`config.mk`:
```
export PLATFORM = sky130hd
export DESIGN_NAME = nmea_gga_sentence_parser
export DESIGN_NICKNAME = d
export VERILOG_FILES = /design/src/hdl/ngga_pkg.sv /design/src/hdl/ngga_core.sv /design/src/hdl/ngga_out_reg.sv /design/src/hdl/nmea_gga_sentence_parser.sv
export SDC_FILE = /design/constraint.sdc
export NUM_CORES = 2
export LEC_CHECK = 0
export ABC_AREA = 1
export ABC_CLOCK_PERIOD_IN_PS = 18600
export BUFFER_PORTS_ARGS = -buffer_cell sky130_fd_sc_hd__buf_2
export CORE_ASPECT_RATIO = 1.4
export CORE_UTILIZATION = 70
export CTS_CLUSTER_DIAMETER = 200
export CTS_CLUSTER_SIZE = 40
export DETAILED_ROUTE_END_ITERATION = 10
export GPL_TIMING_DRIVEN = 0
export PLACE_DENSITY = 0.95
export SETUP_SLACK_MARGIN = 0.1
export SLEW_MARGIN = 20
export SYNTH_ARGS = -nofsm -noshare
export SYNTH_HDL_FRONTEND = slang
export SYNTH_SLANG_ARGS = --single-unit
```
`constraint.sdc`:
```
create_clock -name clk -period 18.6 [get_ports clk]
set_input_delay 3.72 -clock clk [delete_from_list [all_inputs] [get_ports clk]]
set_output_delay 3.72 -clock clk [all_outputs]
set_load 0.02 [all_outputs]
```
`src/hdl/ngga_pkg.sv`:
```
// ----------------------------------------------------------------------------
// ngga_pkg
// Shared types and constants of the GGA sentence parser.
// ----------------------------------------------------------------------------
package ngga_pkg;

	// Fraction digits kept for latitude and longitude (1 to 6)
	localparam int unsigned FRACTION_DIGITS = 4;

	localparam int unsigned S_TDATA_W = 8;
	localparam int unsigned M_TDATA_W = 88;

	localparam logic [26:0] LAT_MAX = 27'd99999999;
	localparam logic [29:0] LON_MAX = 30'd999999999;

	// Result status codes
	localparam logic [1:0] ST_OK       = 2'd0;
	localparam logic [1:0] ST_NO_DOLLAR = 2'd1;
	localparam logic [1:0] ST_CHECKSUM = 2'd2;
	localparam logic [1:0] ST_NOT_GGA  = 2'd3;

	// First member lands in the top bits: status ends up at bit 0
	typedef struct packed {
		logic signed [30:0] longitude_e6;
		logic signed [27:0] latitude_e6;
		logic [6:0]         second;
		logic [6:0]         minute;
		logic [6:0]         hour;
		logic [1:0]         status;
	} ngga_result_t;

endpackage

```
`src/hdl/ngga_core.sv`:
```
// ----------------------------------------------------------------------------
// ngga_core
// Input register and per-character sentence state; builds one result per line.
// ----------------------------------------------------------------------------
module ngga_core (
	input  logic                  clk,
	input  logic                  arst_n,
	input  logic                  s_tvalid,
	output logic                  s_tready,
	input  logic [7:0]            s_tdata,
	input  logic                  out_free,
	output logic                  res_vld,
	output ngga_pkg::ngga_result_t res
);

	localparam logic [1:0] PH_IDLE = 2'd0;
	localparam logic [1:0] PH_JUNK = 2'd1;
	localparam logic [1:0] PH_BODY = 2'd2;
	localparam logic [1:0] PH_SUM  = 2'd3;

	localparam logic [2:0] NUM_STOP = 3'd7;
	localparam logic [2:0] FRAC     = 3'(ngga_pkg::FRACTION_DIGITS);
	localparam logic [1:0] HEX_BAD  = 2'd3;

	function automatic logic [7:0] hdr_char(input logic [2:0] idx);
		logic [7:0] c;
		unique case (idx)
			3'd0:    c = "G";
			3'd1:    c = "P";
			3'd2:    c = "G";
			3'd3:    c = "G";
			3'd4:    c = "A";
			default: c = 8'd0;
		endcase
		return c;
	endfunction

	function automatic logic [19:0] pow10(input logic [2:0] k);
		logic [19:0] p;
		unique case (k)
			3'd0:    p = 20'd1;
			3'd1:    p = 20'd10;
			3'd2:    p = 20'd100;
			3'd3:    p = 20'd1000;
			3'd4:    p = 20'd10000;
			3'd5:    p = 20'd100000;
			3'd6:    p = 20'd1000000;
			default: p = 20'd1;
		endcase
		return p;
	endfunction

	// Input register
	logic [7:0] char_s1;
	logic       vld_s1;

	// Sentence state
	logic [1:0]       phase_q;
	logic [7:0]       xor_q, rsum_q;
	logic [1:0]       hexcnt_q;
	logic [2:0]       hidx_q;
	logic             hmis_q;
	logic [3:0]       fidx_q;
	logic             fchar_q;
	logic             fseen_q;
	logic [2:0]       fdig_q;
	logic [5:0][3:0]  tdig_q;
	logic [26:0]      lat_q;
	logic [29:0]      lon_q;
	logic             south_q, west_q;

	logic [1:0]       phase_d;
	logic [7:0]       xor_d, rsum_d;
	logic [1:0]       hexcnt_d;
	logic [2:0]       hidx_d;
	logic             hmis_d;
	logic [3:0]       fidx_d;
	logic             fchar_d;
	logic             fseen_d;
	logic [2:0]       fdig_d;
	logic [5:0][3:0]  tdig_d;
	logic [26:0]      lat_d;
	logic [29:0]      lon_d;
	logic             south_d, west_d;

	logic       eol, is_digit, emit_cond, s1_go;
	logic [3:0] dval;
	logic       hex_ok;
	logic [3:0] hex_v;
	logic [1:0] status_c;

	// Shared arithmetic for the current lat/lon field
	logic        num_lat;
	logic [29:0] num_acc, num_max, push_res, scale_res;
	logic [33:0] push_sum;
	logic [49:0] scale_prod;

	assign eol       = (char_s1 == 8'd13) || (char_s1 == 8'd10);
	assign is_digit  = (char_s1 >= "0") && (char_s1 <= "9");
	assign dval      = 4'(char_s1 - "0");
	assign emit_cond = eol && (phase_q != PH_IDLE);
	assign s1_go     = vld_s1 && (!emit_cond || out_free);
	assign s_tready  = !vld_s1 || s1_go;

	always_comb begin
		hex_ok = 1'b1;
		hex_v  = 4'd0;
		if (is_digit) begin
			hex_v = dval;
		end else if (char_s1 >= "A" && char_s1 <= "F") begin
			hex_v = 4'(char_s1 - "A" + 8'd10);
		end else if (char_s1 >= "a" && char_s1 <= "f") begin
			hex_v = 4'(char_s1 - "a" + 8'd10);
		end else begin
			hex_ok = 1'b0;
		end
	end

	assign num_lat  = (fidx_q == 4'd2);
	assign num_acc  = num_lat ? {3'd0, lat_q} : lon_q;
	assign num_max  = num_lat ? {3'd0, ngga_pkg::LAT_MAX} : ngga_pkg::LON_MAX;
	assign push_sum = ({4'd0, num_acc} << 3) + ({4'd0, num_acc} << 1) + 34'(dval);
	assign push_res = (push_sum > 34'(num_max)) ? num_max : push_sum[29:0];
	assign scale_prod = 50'(num_acc) * 50'(pow10(3'(FRAC - fdig_q)));
	assign scale_res  = (scale_prod > 50'(num_max)) ? num_max : scale_prod[29:0];

	always_comb begin
		logic fin;
		logic push;
		phase_d  = phase_q;
		xor_d    = xor_q;
		rsum_d   = rsum_q;
		hexcnt_d = hexcnt_q;
		hidx_d   = hidx_q;
		hmis_d   = hmis_q;
		fidx_d   = fidx_q;
		fchar_d  = fchar_q;
		fseen_d  = fseen_q;
		fdig_d   = fdig_q;
		tdig_d   = tdig_q;
		lat_d    = lat_q;
		lon_d    = lon_q;
		south_d  = south_q;
		west_d   = west_q;
		fin      = 1'b0;
		push     = 1'b0;

		unique case (phase_q)
			PH_IDLE: begin
				if (char_s1 == "$") begin
					phase_d  = PH_BODY;
					xor_d    = 8'd0;
					rsum_d   = 8'd0;
					hexcnt_d = 2'd0;
					hidx_d   = 3'd0;
					hmis_d   = 1'b0;
					fidx_d   = 4'd0;
					fchar_d  = 1'b0;
					fseen_d  = 1'b0;
					fdig_d   = 3'd0;
					tdig_d   = '0;
					lat_d    = '0;
					lon_d    = '0;
					south_d  = 1'b0;
					west_d   = 1'b0;
				end else if (!eol) begin
					phase_d = PH_JUNK;
				end
			end
			PH_JUNK: begin
				if (eol) phase_d = PH_IDLE;
			end
			PH_BODY: begin
				if (eol) begin
					phase_d = PH_IDLE;
				end else if (char_s1 == "*") begin
					if (hidx_q < 3'd5) hmis_d = 1'b1;
					fin     = (hidx_q == 3'd6) && (fidx_q == 4'd2 || fidx_q == 4'd4);
					phase_d = PH_SUM;
				end else begin
					xor_d = xor_q ^ char_s1;
					if (hidx_q < 3'd5) begin
						if (char_s1 != hdr_char(hidx_q)) hmis_d = 1'b1;
						hidx_d = hidx_q + 3'd1;
					end else if (hidx_q == 3'd5) begin
						if (char_s1 != ",") hmis_d = 1'b1;
						hidx_d  = 3'd6;
						fidx_d  = 4'd1;
						fchar_d = 1'b0;
						fseen_d = 1'b0;
						fdig_d  = 3'd0;
					end else if (char_s1 == ",") begin
						fin = (fidx_q == 4'd2) || (fidx_q == 4'd4);
						if (fidx_q != 4'd15) fidx_d = fidx_q + 4'd1;
						fchar_d = 1'b0;
						fseen_d = 1'b0;
						fdig_d  = 3'd0;
					end else begin
						// Character inside a field
						fchar_d = 1'b1;
						if (fidx_q == 4'd3) begin
							south_d = !fchar_q && (char_s1 == "S");
						end else if (fidx_q == 4'd5) begin
							west_d = !fchar_q && (char_s1 == "W");
						end else if ((fidx_q == 4'd1 || fidx_q == 4'd2 || fidx_q == 4'd4)
							&& fdig_q != NUM_STOP) begin
							if (is_digit) begin
								if (fidx_q == 4'd1) begin
									if (!fseen_q) tdig_d = {tdig_q[4:0], dval};
								end else if (!fseen_q) begin
									push = 1'b1;
								end else if (fdig_q < FRAC) begin
									fdig_d = fdig_q + 3'd1;
									push   = 1'b1;
								end
							end else if (char_s1 == "." && !fseen_q) begin
								fseen_d = 1'b1;
							end else begin
								fin = 1'b1;
							end
						end
					end
				end
			end
			PH_SUM: begin
				if (eol) begin
					phase_d = PH_IDLE;
				end else if (hexcnt_q < 2'd2 && hex_ok) begin
					rsum_d   = {rsum_q[3:0], hex_v};
					hexcnt_d = hexcnt_q + 2'd1;
				end else begin
					hexcnt_d = HEX_BAD;
				end
			end
			default: phase_d = PH_IDLE;
		endcase

		// Pad to the fixed fraction width, then stop the number
		if (fin) begin
			if (fdig_q <= FRAC && (fidx_q == 4'd2 || fidx_q == 4'd4)) begin
				if (num_lat) lat_d = scale_res[26:0];
				else lon_d = scale_res;
			end
			if (fidx_d == fidx_q && phase_d == PH_BODY && char_s1 != ",") fdig_d = NUM_STOP;
		end
		if (push) begin
			if (num_lat) lat_d = push_res[26:0];
			else lon_d = push_res;
		end
	end

	always_comb begin
		if (phase_q != PH_SUM) begin
			status_c = (phase_q == PH_JUNK) ? ngga_pkg::ST_NO_DOLLAR : ngga_pkg::ST_CHECKSUM;
		end else if (hexcnt_q != 2'd2 || rsum_q != xor_q) begin
			status_c = ngga_pkg::ST_CHECKSUM;
		end else if (hmis_q) begin
			status_c = ngga_pkg::ST_NOT_GGA;
		end else begin
			status_c = ngga_pkg::ST_OK;
		end
	end

	always_comb begin
		logic ok;
		ok = (status_c == ngga_pkg::ST_OK);
		res.status       = status_c;
		res.hour         = ok ? 7'({tdig_q[5], 3'd0} + {tdig_q[5], 1'b0} + tdig_q[4]) : 7'd0;
		res.minute       = ok ? 7'({tdig_q[3], 3'd0} + {tdig_q[3], 1'b0} + tdig_q[2]) : 7'd0;
		res.second       = ok ? 7'({tdig_q[1], 3'd0} + {tdig_q[1], 1'b0} + tdig_q[0]) : 7'd0;
		res.latitude_e6  = !ok ? 28'sd0 :
			south_q ? -$signed({1'b0, lat_q}) : $signed({1'b0, lat_q});
		res.longitude_e6 = !ok ? 31'sd0 :
			west_q ? -$signed({1'b0, lon_q}) : $signed({1'b0, lon_q});
	end

	assign res_vld = vld_s1 && emit_cond;

	always_ff @(posedge clk or negedge arst_n) begin
		if (!arst_n) begin
			vld_s1 <= 1'b0;
		end else if (s_tready) begin
			vld_s1 <= s_tvalid;
		end
	end

	always_ff @(posedge clk) begin
		if (s_tready && s_tvalid) char_s1 <= s_tdata;
	end

	always_ff @(posedge clk or negedge arst_n) begin
		if (!arst_n) begin
			phase_q  <= PH_IDLE;
			xor_q    <= '0;
			rsum_q   <= '0;
			hexcnt_q <= '0;
			hidx_q   <= '0;
			hmis_q   <= 1'b0;
			fidx_q   <= '0;
			fchar_q  <= 1'b0;
			fseen_q  <= 1'b0;
			fdig_q   <= '0;
			tdig_q   <= '0;
			lat_q    <= '0;
			lon_q    <= '0;
			south_q  <= 1'b0;
			west_q   <= 1'b0;
		end else if (s1_go) begin
			phase_q  <= phase_d;
			xor_q    <= xor_d;
			rsum_q   <= rsum_d;
			hexcnt_q <= hexcnt_d;
			hidx_q   <= hidx_d;
			hmis_q   <= hmis_d;
			fidx_q   <= fidx_d;
			fchar_q  <= fchar_d;
			fseen_q  <= fseen_d;
			fdig_q   <= fdig_d;
			tdig_q   <= tdig_d;
			lat_q    <= lat_d;
			lon_q    <= lon_d;
			south_q  <= south_d;
			west_q   <= west_d;
		end
	end

	a_stall_holds: assert property (@(posedge clk) disable iff (!arst_n)
		vld_s1 && !s1_go |=> $stable(phase_q) && $stable(lat_q) && $stable(char_s1))
		else $error("sentence state moved while the character was stalled");

	a_emit_to_idle: assert property (@(posedge clk) disable iff (!arst_n)
		s1_go && emit_cond |=> phase_q == PH_IDLE)
		else $error("line end did not return the parser to idle");

	a_bad_zero: assert property (@(posedge clk) disable iff (!arst_n)
		res_vld && res.status != ngga_pkg::ST_OK |->
		res.hour == 7'd0 && res.latitude_e6 == 28'sd0 && res.longitude_e6 == 31'sd0)
		else $error("failed sentence carries non-zero fields");

endmodule

```
`src/hdl/ngga_out_reg.sv`:
```
// ----------------------------------------------------------------------------
// ngga_out_reg
// Result register holding one item until the sink takes it.
// ----------------------------------------------------------------------------
module ngga_out_reg (
	input  logic                   clk,
	input  logic                   arst_n,
	input  logic                   in_vld,
	input  ngga_pkg::ngga_result_t in_res,
	output logic                   free,
	output logic                   m_tvalid,
	input  logic                   m_tready,
	output ngga_pkg::ngga_result_t res_q
);

	logic vld_q;

	assign free     = !vld_q || m_tready;
	assign m_tvalid = vld_q;

	always_ff @(posedge clk or negedge arst_n) begin
		if (!arst_n) begin
			vld_q <= 1'b0;
		end else if (free) begin
			vld_q <= in_vld;
		end
	end

	always_ff @(posedge clk) begin
		if (free && in_vld) res_q <= in_res;
	end

endmodule

```
`src/hdl/nmea_gga_sentence_parser.sv`:
```
// ----------------------------------------------------------------------------
// nmea_gga_sentence_parser
// Checks and decodes GGA sentences fed one character per item.
// ----------------------------------------------------------------------------
// Path: a line-end character is taken into the input register, and its result
//   then into the result register, which drives m_tvalid.
// Throughput: one character per cycle; the parser stalls only while a finished
//   result waits in the result register and the next character ends a line.
// Reset: arst_n clears the parser to idle (waiting for a leading dollar) and
//   empties both registers.
module nmea_gga_sentence_parser (
	input  logic        clk,
	input  logic        arst_n,
	// Character stream in
	input  logic        s_tvalid,
	output logic        s_tready,
	input  logic [7:0]  s_tdata,   // [7:0] char_in
	// Result stream out
	output logic        m_tvalid,
	input  logic        m_tready,
	output logic [87:0] m_tdata    // [1:0] status, [8:2] hour, [15:9] minute,
	                               // [22:16] second, [50:23] latitude_e6,
	                               // [81:51] longitude_e6, [87:82] zero
);

	ngga_pkg::ngga_result_t core_res, out_res;
	logic core_vld, out_free;

	// Parse each character against the running sentence state
	ngga_core u_core (
		.clk      (clk),
		.arst_n   (arst_n),
		.s_tvalid (s_tvalid),
		.s_tready (s_tready),
		.s_tdata  (s_tdata),
		.out_free (out_free),
		.res_vld  (core_vld),
		.res      (core_res)
	);

	// Hold the finished item so the parser keeps taking characters
	ngga_out_reg u_out (
		.clk      (clk),
		.arst_n   (arst_n),
		.in_vld   (core_vld),
		.in_res   (core_res),
		.free     (out_free),
		.m_tvalid (m_tvalid),
		.m_tready (m_tready),
		.res_q    (out_res)
	);

	// Pack fields from the lowest bit up, zero fill to whole bytes
	assign m_tdata = ngga_pkg::M_TDATA_W'(out_res);

endmodule
```
# After elaboration in Yosys (flattened, before gate mapping)
# Index checks and enable logic that the tools add are counted.
[word_totals]
ff_bits = 208
input_bits = 12
output_inout_bits = 90
wordCells = 338
[op_classes]
n_addsub = 20
mul = 1
order_cmp = 12
n_eq_ne = 62
n_mux = 161
bitwise_logic = 1
n_reduce_logical = 50
[op_table]
columns = ["cell", "count"]
rows = [
  ["$mux 30", 12],
  ["$mux 24", 12],
  ["$mux 27", 8],
  ["$pmux 20 s6", 1],
  ["$mux 8", 9],
  ["$mux 1", 63],
  ["$mux 3", 20],
  ["$gt 50x30->1", 1],
  ["$mul 30x20->50", 1],
  ["$pmux 24 s2", 1],
  ["$mux 4", 10],
  ["$add 33x31->34", 1],
  ["$add 34x4->34", 1],
  ["$gt 34x30->1", 1],
  ["$eq 8x6->1 const B", 4],
  ["$pmux 8 s2", 2],
  ["$neg 30->31", 1],
  ["$neg 27->28", 1],
  ["$mux 2", 12],
  ["$ne 2x2->1 const B", 11],
  ["$add 7x4->7", 3],
  ["$add 7x5->7", 3],
  ["$pmux 7 s3", 1],
  ["$eq 3x3->1 const B", 6],
  ["other kinds (55)", 122],
]

# Logic depth before layout (Yosys ltp)
[depth]
ltp_word = 16
mapped_depth = 54
mapped_depth_nobuf = 52

# By module
# A second synthesis with hierarchy kept.
[hier_totals]
cells_unflattened = 4714
hier_area_um2 = 34694.5
[by_module_without_submodules]
columns = ["module", "n_inst", "cells_each", "area_each_um2", "seq_area_each_um2"]
rows = [
  ["ngga_core", 1, 4619, 32138.3, 3168.0],
  ["ngga_out_reg", 1, 88, 2507.4, 2487.4],
  ["nmea_gga_sentence_parser", 1, 7, 48.8, 0.0],
]

# Least setup slack after synthesis
# OpenSTA, ideal clock, no wires.
[synth_path]
path_kind = "register -> register"
startpoint = "register u_core.fidx_q[0]"
endpoint = "register u_core.lon_q[19]"
setup_time_ps = 117
arrival_time_ps = 9070
required_time_ps = 18483
setup_slack_ps = 9413
stages_incl_launch_ff = 49
path_buffers = 5
synth_period_minus_slack_ps = 9187
path_cell_list = "dfrtp_1 -> inv_1 -> ha_1 -> nand2_4 -> buf_2 -> clkbuf_1 -> clkbuf_1 -> nand2_1 -> o21ai_1 -> clkinv_1 -> nor2_1 -> fa_1 -> fa_1 -> inv_1 -> fa_1 -> inv_1 -> fa_1 -> fa_1 -> [... 13 more ...] -> a21oi_1 -> xnor2_1 -> ha_1 -> nand4_1 -> nor3_1 -> nand2_1 -> nor2_1 -> nand3_1 -> nor2_1 -> nand4_2 -> nand2_2 -> buf_6 -> buf_6 -> nand2_1 -> nand2_1 -> nand3_1 -> o21ai_1 -> inv_1"
[synth_between]
elab_chain_cells = 16
word_cells_on_any_way = 45
classes_between = "2 x add/sub; 1 x mul; 2 x order compare; 5 x eq/ne; 29 x mux; 6 x reduce/logical"
[synth_lines]
columns = ["element", "line_no", "text"]
rows = [
  ["start: declaration", "ngga_core.sv:63", "logic [3:0] fidx_q;"],
  ["start signal: assignment", "ngga_core.sv:315", "fidx_q <= fidx_d;"],
  ["branches (longest 15 deep; another with $mul 30x20->50)", "--", ""],
  ["$mux 30 (*)", "ngga_core.sv:246", "if (push) begin"],
  ["end signal: assignment", "ngga_core.sv:321", "lon_q <= lon_d;"],
  ["end: declaration", "ngga_core.sv:69", "logic [29:0] lon_q;"],
]
# Mark *: on every way between the ends.
# A chain may end at the register's enable or synchronous reset.

# Worst setup path after layout
[layout_path]
startpoint = "register u_core.fdig_q[1]"
endpoint = "register u_core.lon_q[3]"
[layout_between]
elab_chain_cells = 15
word_cells_on_any_way = 43
classes_between = "1 x add/sub; 1 x mul; 3 x order compare; 7 x eq/ne; 29 x mux; 2 x reduce/logical"
[layout_lines]
columns = ["element", "line_no", "text"]
rows = [
  ["start: declaration", "ngga_core.sv:66", "logic [2:0] fdig_q;"],
  ["start signal: assignment", "ngga_core.sv:318", "fdig_q <= fdig_d;"],
  ["branches (longest 14 deep; another with $mul 30x20->50)", "--", ""],
  ["$mux 30 (*)", "ngga_core.sv:246", ""],
]
# Marks and branches as above.

==> summary.txt <==
CTS
  • Clock Sink Count: 208
  • Post-CTS resize count: 0
  • Worst-Skew Late Latency: 0.53 ns
  • Hold-fix buffers, CTS: 0
  • Worst-path clk slew: between 0.15 and 0.2 ns
  • Clock root buffer: clkbuf_16
  • Clock buffer depth: 3
  • CTS tree: yes
  • CTS H-tree depth: 1
  • Total clock buffers created by CTS: 9
  • Post-CTS Setup Inserts: 0

Setup path
  • Worst Path Class, Setup: flip-flop to flip-flop
  • CP max stage cell: clkbuf_1
  • Most frequent CP cell: fa_1
  • Worst Path Max Fanout: 10
  • Delay-heaviest family, CP: adder cells
  • WP data arrival: roughly 14 ns
  • CP Capture Type: flip-flop
  • Crit path launch type: flip-flop
  • Critical Path RT: approximately 19 ns
  • Buf/Inv on CP: 12
  • Critical path's largest stage delay: just over 0.9 ns

Placement
  • Setup WS pre-CTS: about 6.3 ns
  • Final Wtd Congestion: about 1.1
  • Post-DP HPWL: between 100000 and 150000 µm
  • Input/output buffers: between 90 and 100

Min path
  • Hold crit path type: flip-flop to flip-flop

Routing
  • Vias/cell: approximately 6.3
  • Iter 0 DRT Violations: ~4600
  • Routed Antenna Nets: 0
  • Wirelength, routed: roughly 140000 µm
  • Wire per inst: approximately 24 µm
  • Number of remaining DRC errors: 9
  • DR vias: ~35000
  • DRT Pass-1 Iters: 11

STA
  • RSZ-0062 raised after global routing: false
  • Worst-Margin Slew: 1.336 ns
  • Fmax achieved: 75.73 MHz
  • Final Critical Period: approximately 13 ns
  • Final setup viols: 0
  • Setup Skew: roughly 0.042 ns
  • Tcrit/Tclk final: 0.7099
  • Final-report hold violation count: 0
  • Setup ws final: 5.395 ns
  • Setup TNS: 0 ns
  • Slew margin rel.: 0.1096
  • Final max-slew violation count: 0

Layout
  • Commonest non-fill, non-tap cell in the layout: nand2_1
  • Layout cell share with drive strength beyond 1: 0.05074
  • Area added between synthesis and finish: 5.483%
  • Fin nets: between 5000 and 6000
  • Commonest non-fill, non-tap cells in the layout: nand2_1, inv_1, nor2_1, fa_1, ha_1

Synth
  • Post-synth top area share: 0.2506
  • Yosys warns: 0
  • Post-Syn Area: 35080 µm²
  • Synth area leaders: fa_1, nand2_1, ha_1
  • Post-synthesis sequential area ratio: 0.1612
  • Post-Synthesis Cells: a little under 5000
  • Netlist cell types: 57
  • Top_reg_cell synth: dfrtp_1
  • Avg Inst Size Synth: between 7 and 8 µm²
  • Post-synth EDFFs: 90
  • Post-synth ARST share: 0.5673
  • Yosys top cell by area: fa_1
  • Synth Register Bits: roughly 210

Status
  • Status: finished, violations left
  • Failing checks: DRC

Floorplanning
  • Row Count: 96
  • Die extent in y: 266.9 µm
  • Die width: roughly 190 µm
  • Area of the die: slightly above 50000 µm²
  • Initial Util: 0.7122
  • Core area: about 50000 µm²
  • I/O pins: around 100

GRT
  • Largest net degree at the start of global routing: 76
  • Gr usage total: 0.5587
  • First-pass GRT wire length: 209100 µm
  • Remaining Overflow, GRT: 0
  • Antenna violations before repair: 8
  • Vias in the first global route: 36150

Job
  • Max Cap Viol: 0
[registers in the layout (all words and copies together), names as in the netlist, 2 cells and up]
register and count:
u_core.char_s1 8, u_core.fdig_q 3, u_core.fidx_q 4, u_core.hexcnt_q 2
u_core.hidx_q 3, u_core.lat_q 27, u_core.lon_q 30, u_core.phase_q 2
u_core.rsum_q 8, u_core.tdig_q 24, u_core.xor_q 8, u_out.res_q 82
[kinds of logic after synthesis]
| logic type | Yosys count | synth area share |
|---|---|---|
| flip-flops | 208 | 0.1612 |
| XOR/XNOR | 82 | 0.02048 |
| buffers and inverters | 1190 | 0.1298 |
| AND/OR/NAND/NOR | 2035 | 0.2371 |
| AO/OA/AOI/OAI | 537 | 0.08368 |
| other | 1 | 0.0001069 |
| adder cells (fa/ha/maj) | 767 | 0.3676 |
[worst reg2reg max path: cells and delay by family (launching register included)]
| kind | cells | cell delay [ns] |
|---|---|---|
| xor+xnor | 1 | 0.38 |
| buf+inv | 12 | 3.83 |
| simple gates | 15 | 2.51 |
| fa+ha+maj | 10 | 5.02 |
| compound gates | 4 | 0.83 |
| flops | 1 | 0.55 |
[per-layer routing]
metal | GRT usage | part of all wire
met2 | 0.8579 | 0.44
met5 | 0.01677 | 0.00018
met3 | 0.2323 | 0.13
met4 | 0.6210 | 0.14
met1 | 0.5312 | 0.29
[per-stage QoR]
| stage | instance area, µm² | utilization | cells | hold slack (ns) |
|---|---|---|---|---|
| 6_report | 37000 | 0.7513 | 5590 | 0.5313 |
| 5_1_grt | 36980 | 0.7510 | 5584 | 0.5377 |
| 4_1_cts | 36940 | 0.7500 | 5583 | 0.5262 |
| 3_5_place_dp | 36670 | 0.7446 | 5570 | 0.4928 |
| 3_3_place_gp | 36370 | 0.7385 | 5557 | 0.4671 |
| 2_1_floorplan | 35090 | - | 4825 | 0.4517 |
[cell usage after synthesis, types with 16 or more instances]
library cell and number:
dfrtp_1 118, xnor2_1 19, inv_1 1023, ha_1 328, nand4_1 36, o31ai_1 17
xor2_1 63, nand2_1 1129, fa_1 439, edfxtp_1 90, a31oi_1 34, o21ai_1 57
clkbuf_1 98, nor3_1 55, nor2_2 17, o21ai_0 176, a21oi_1 193, nand3_1 179
nand2_2 18, nor2_1 546, clkinv_1 21, buf_2 16
[cell type report]
type                            count  area [µm²]
Clock inverter                      1       30.03
Buffer                            133       589.3
Clock buffer                       12       236.5
Inverter                         1057        3968
Timing Repair Buffer              109       688.2
Antenna cell                        6       15.01
Fill cell                        3844       12250
Multi-Input combinational cell   3427       25020
Sequential cell                   208        5655
Tap cell                          637       797.0
[final timing paths]
check	start	end	slack (ns)	cells after the start
setup / recovery	u_core.fdig_q[1]	u_core.lon_q[3]	5.40	42
hold / removal	u_core.fchar_q	u_core.fchar_q	0.53	2
setup reg to reg	u_core.fdig_q[1]	u_core.lon_q[3]	5.40	42
hold reg to reg	u_core.fchar_q	u_core.fchar_q	0.53	2
max in group asynchronous	arst_n	u_core.lon_q[17]	14.69	2
min in group asynchronous	arst_n	u_core.xor_q[2]	3.10	1
Power is not shown: default switching activity piles up to over one toggle a cycle in this logic, so the estimate is an artifact.
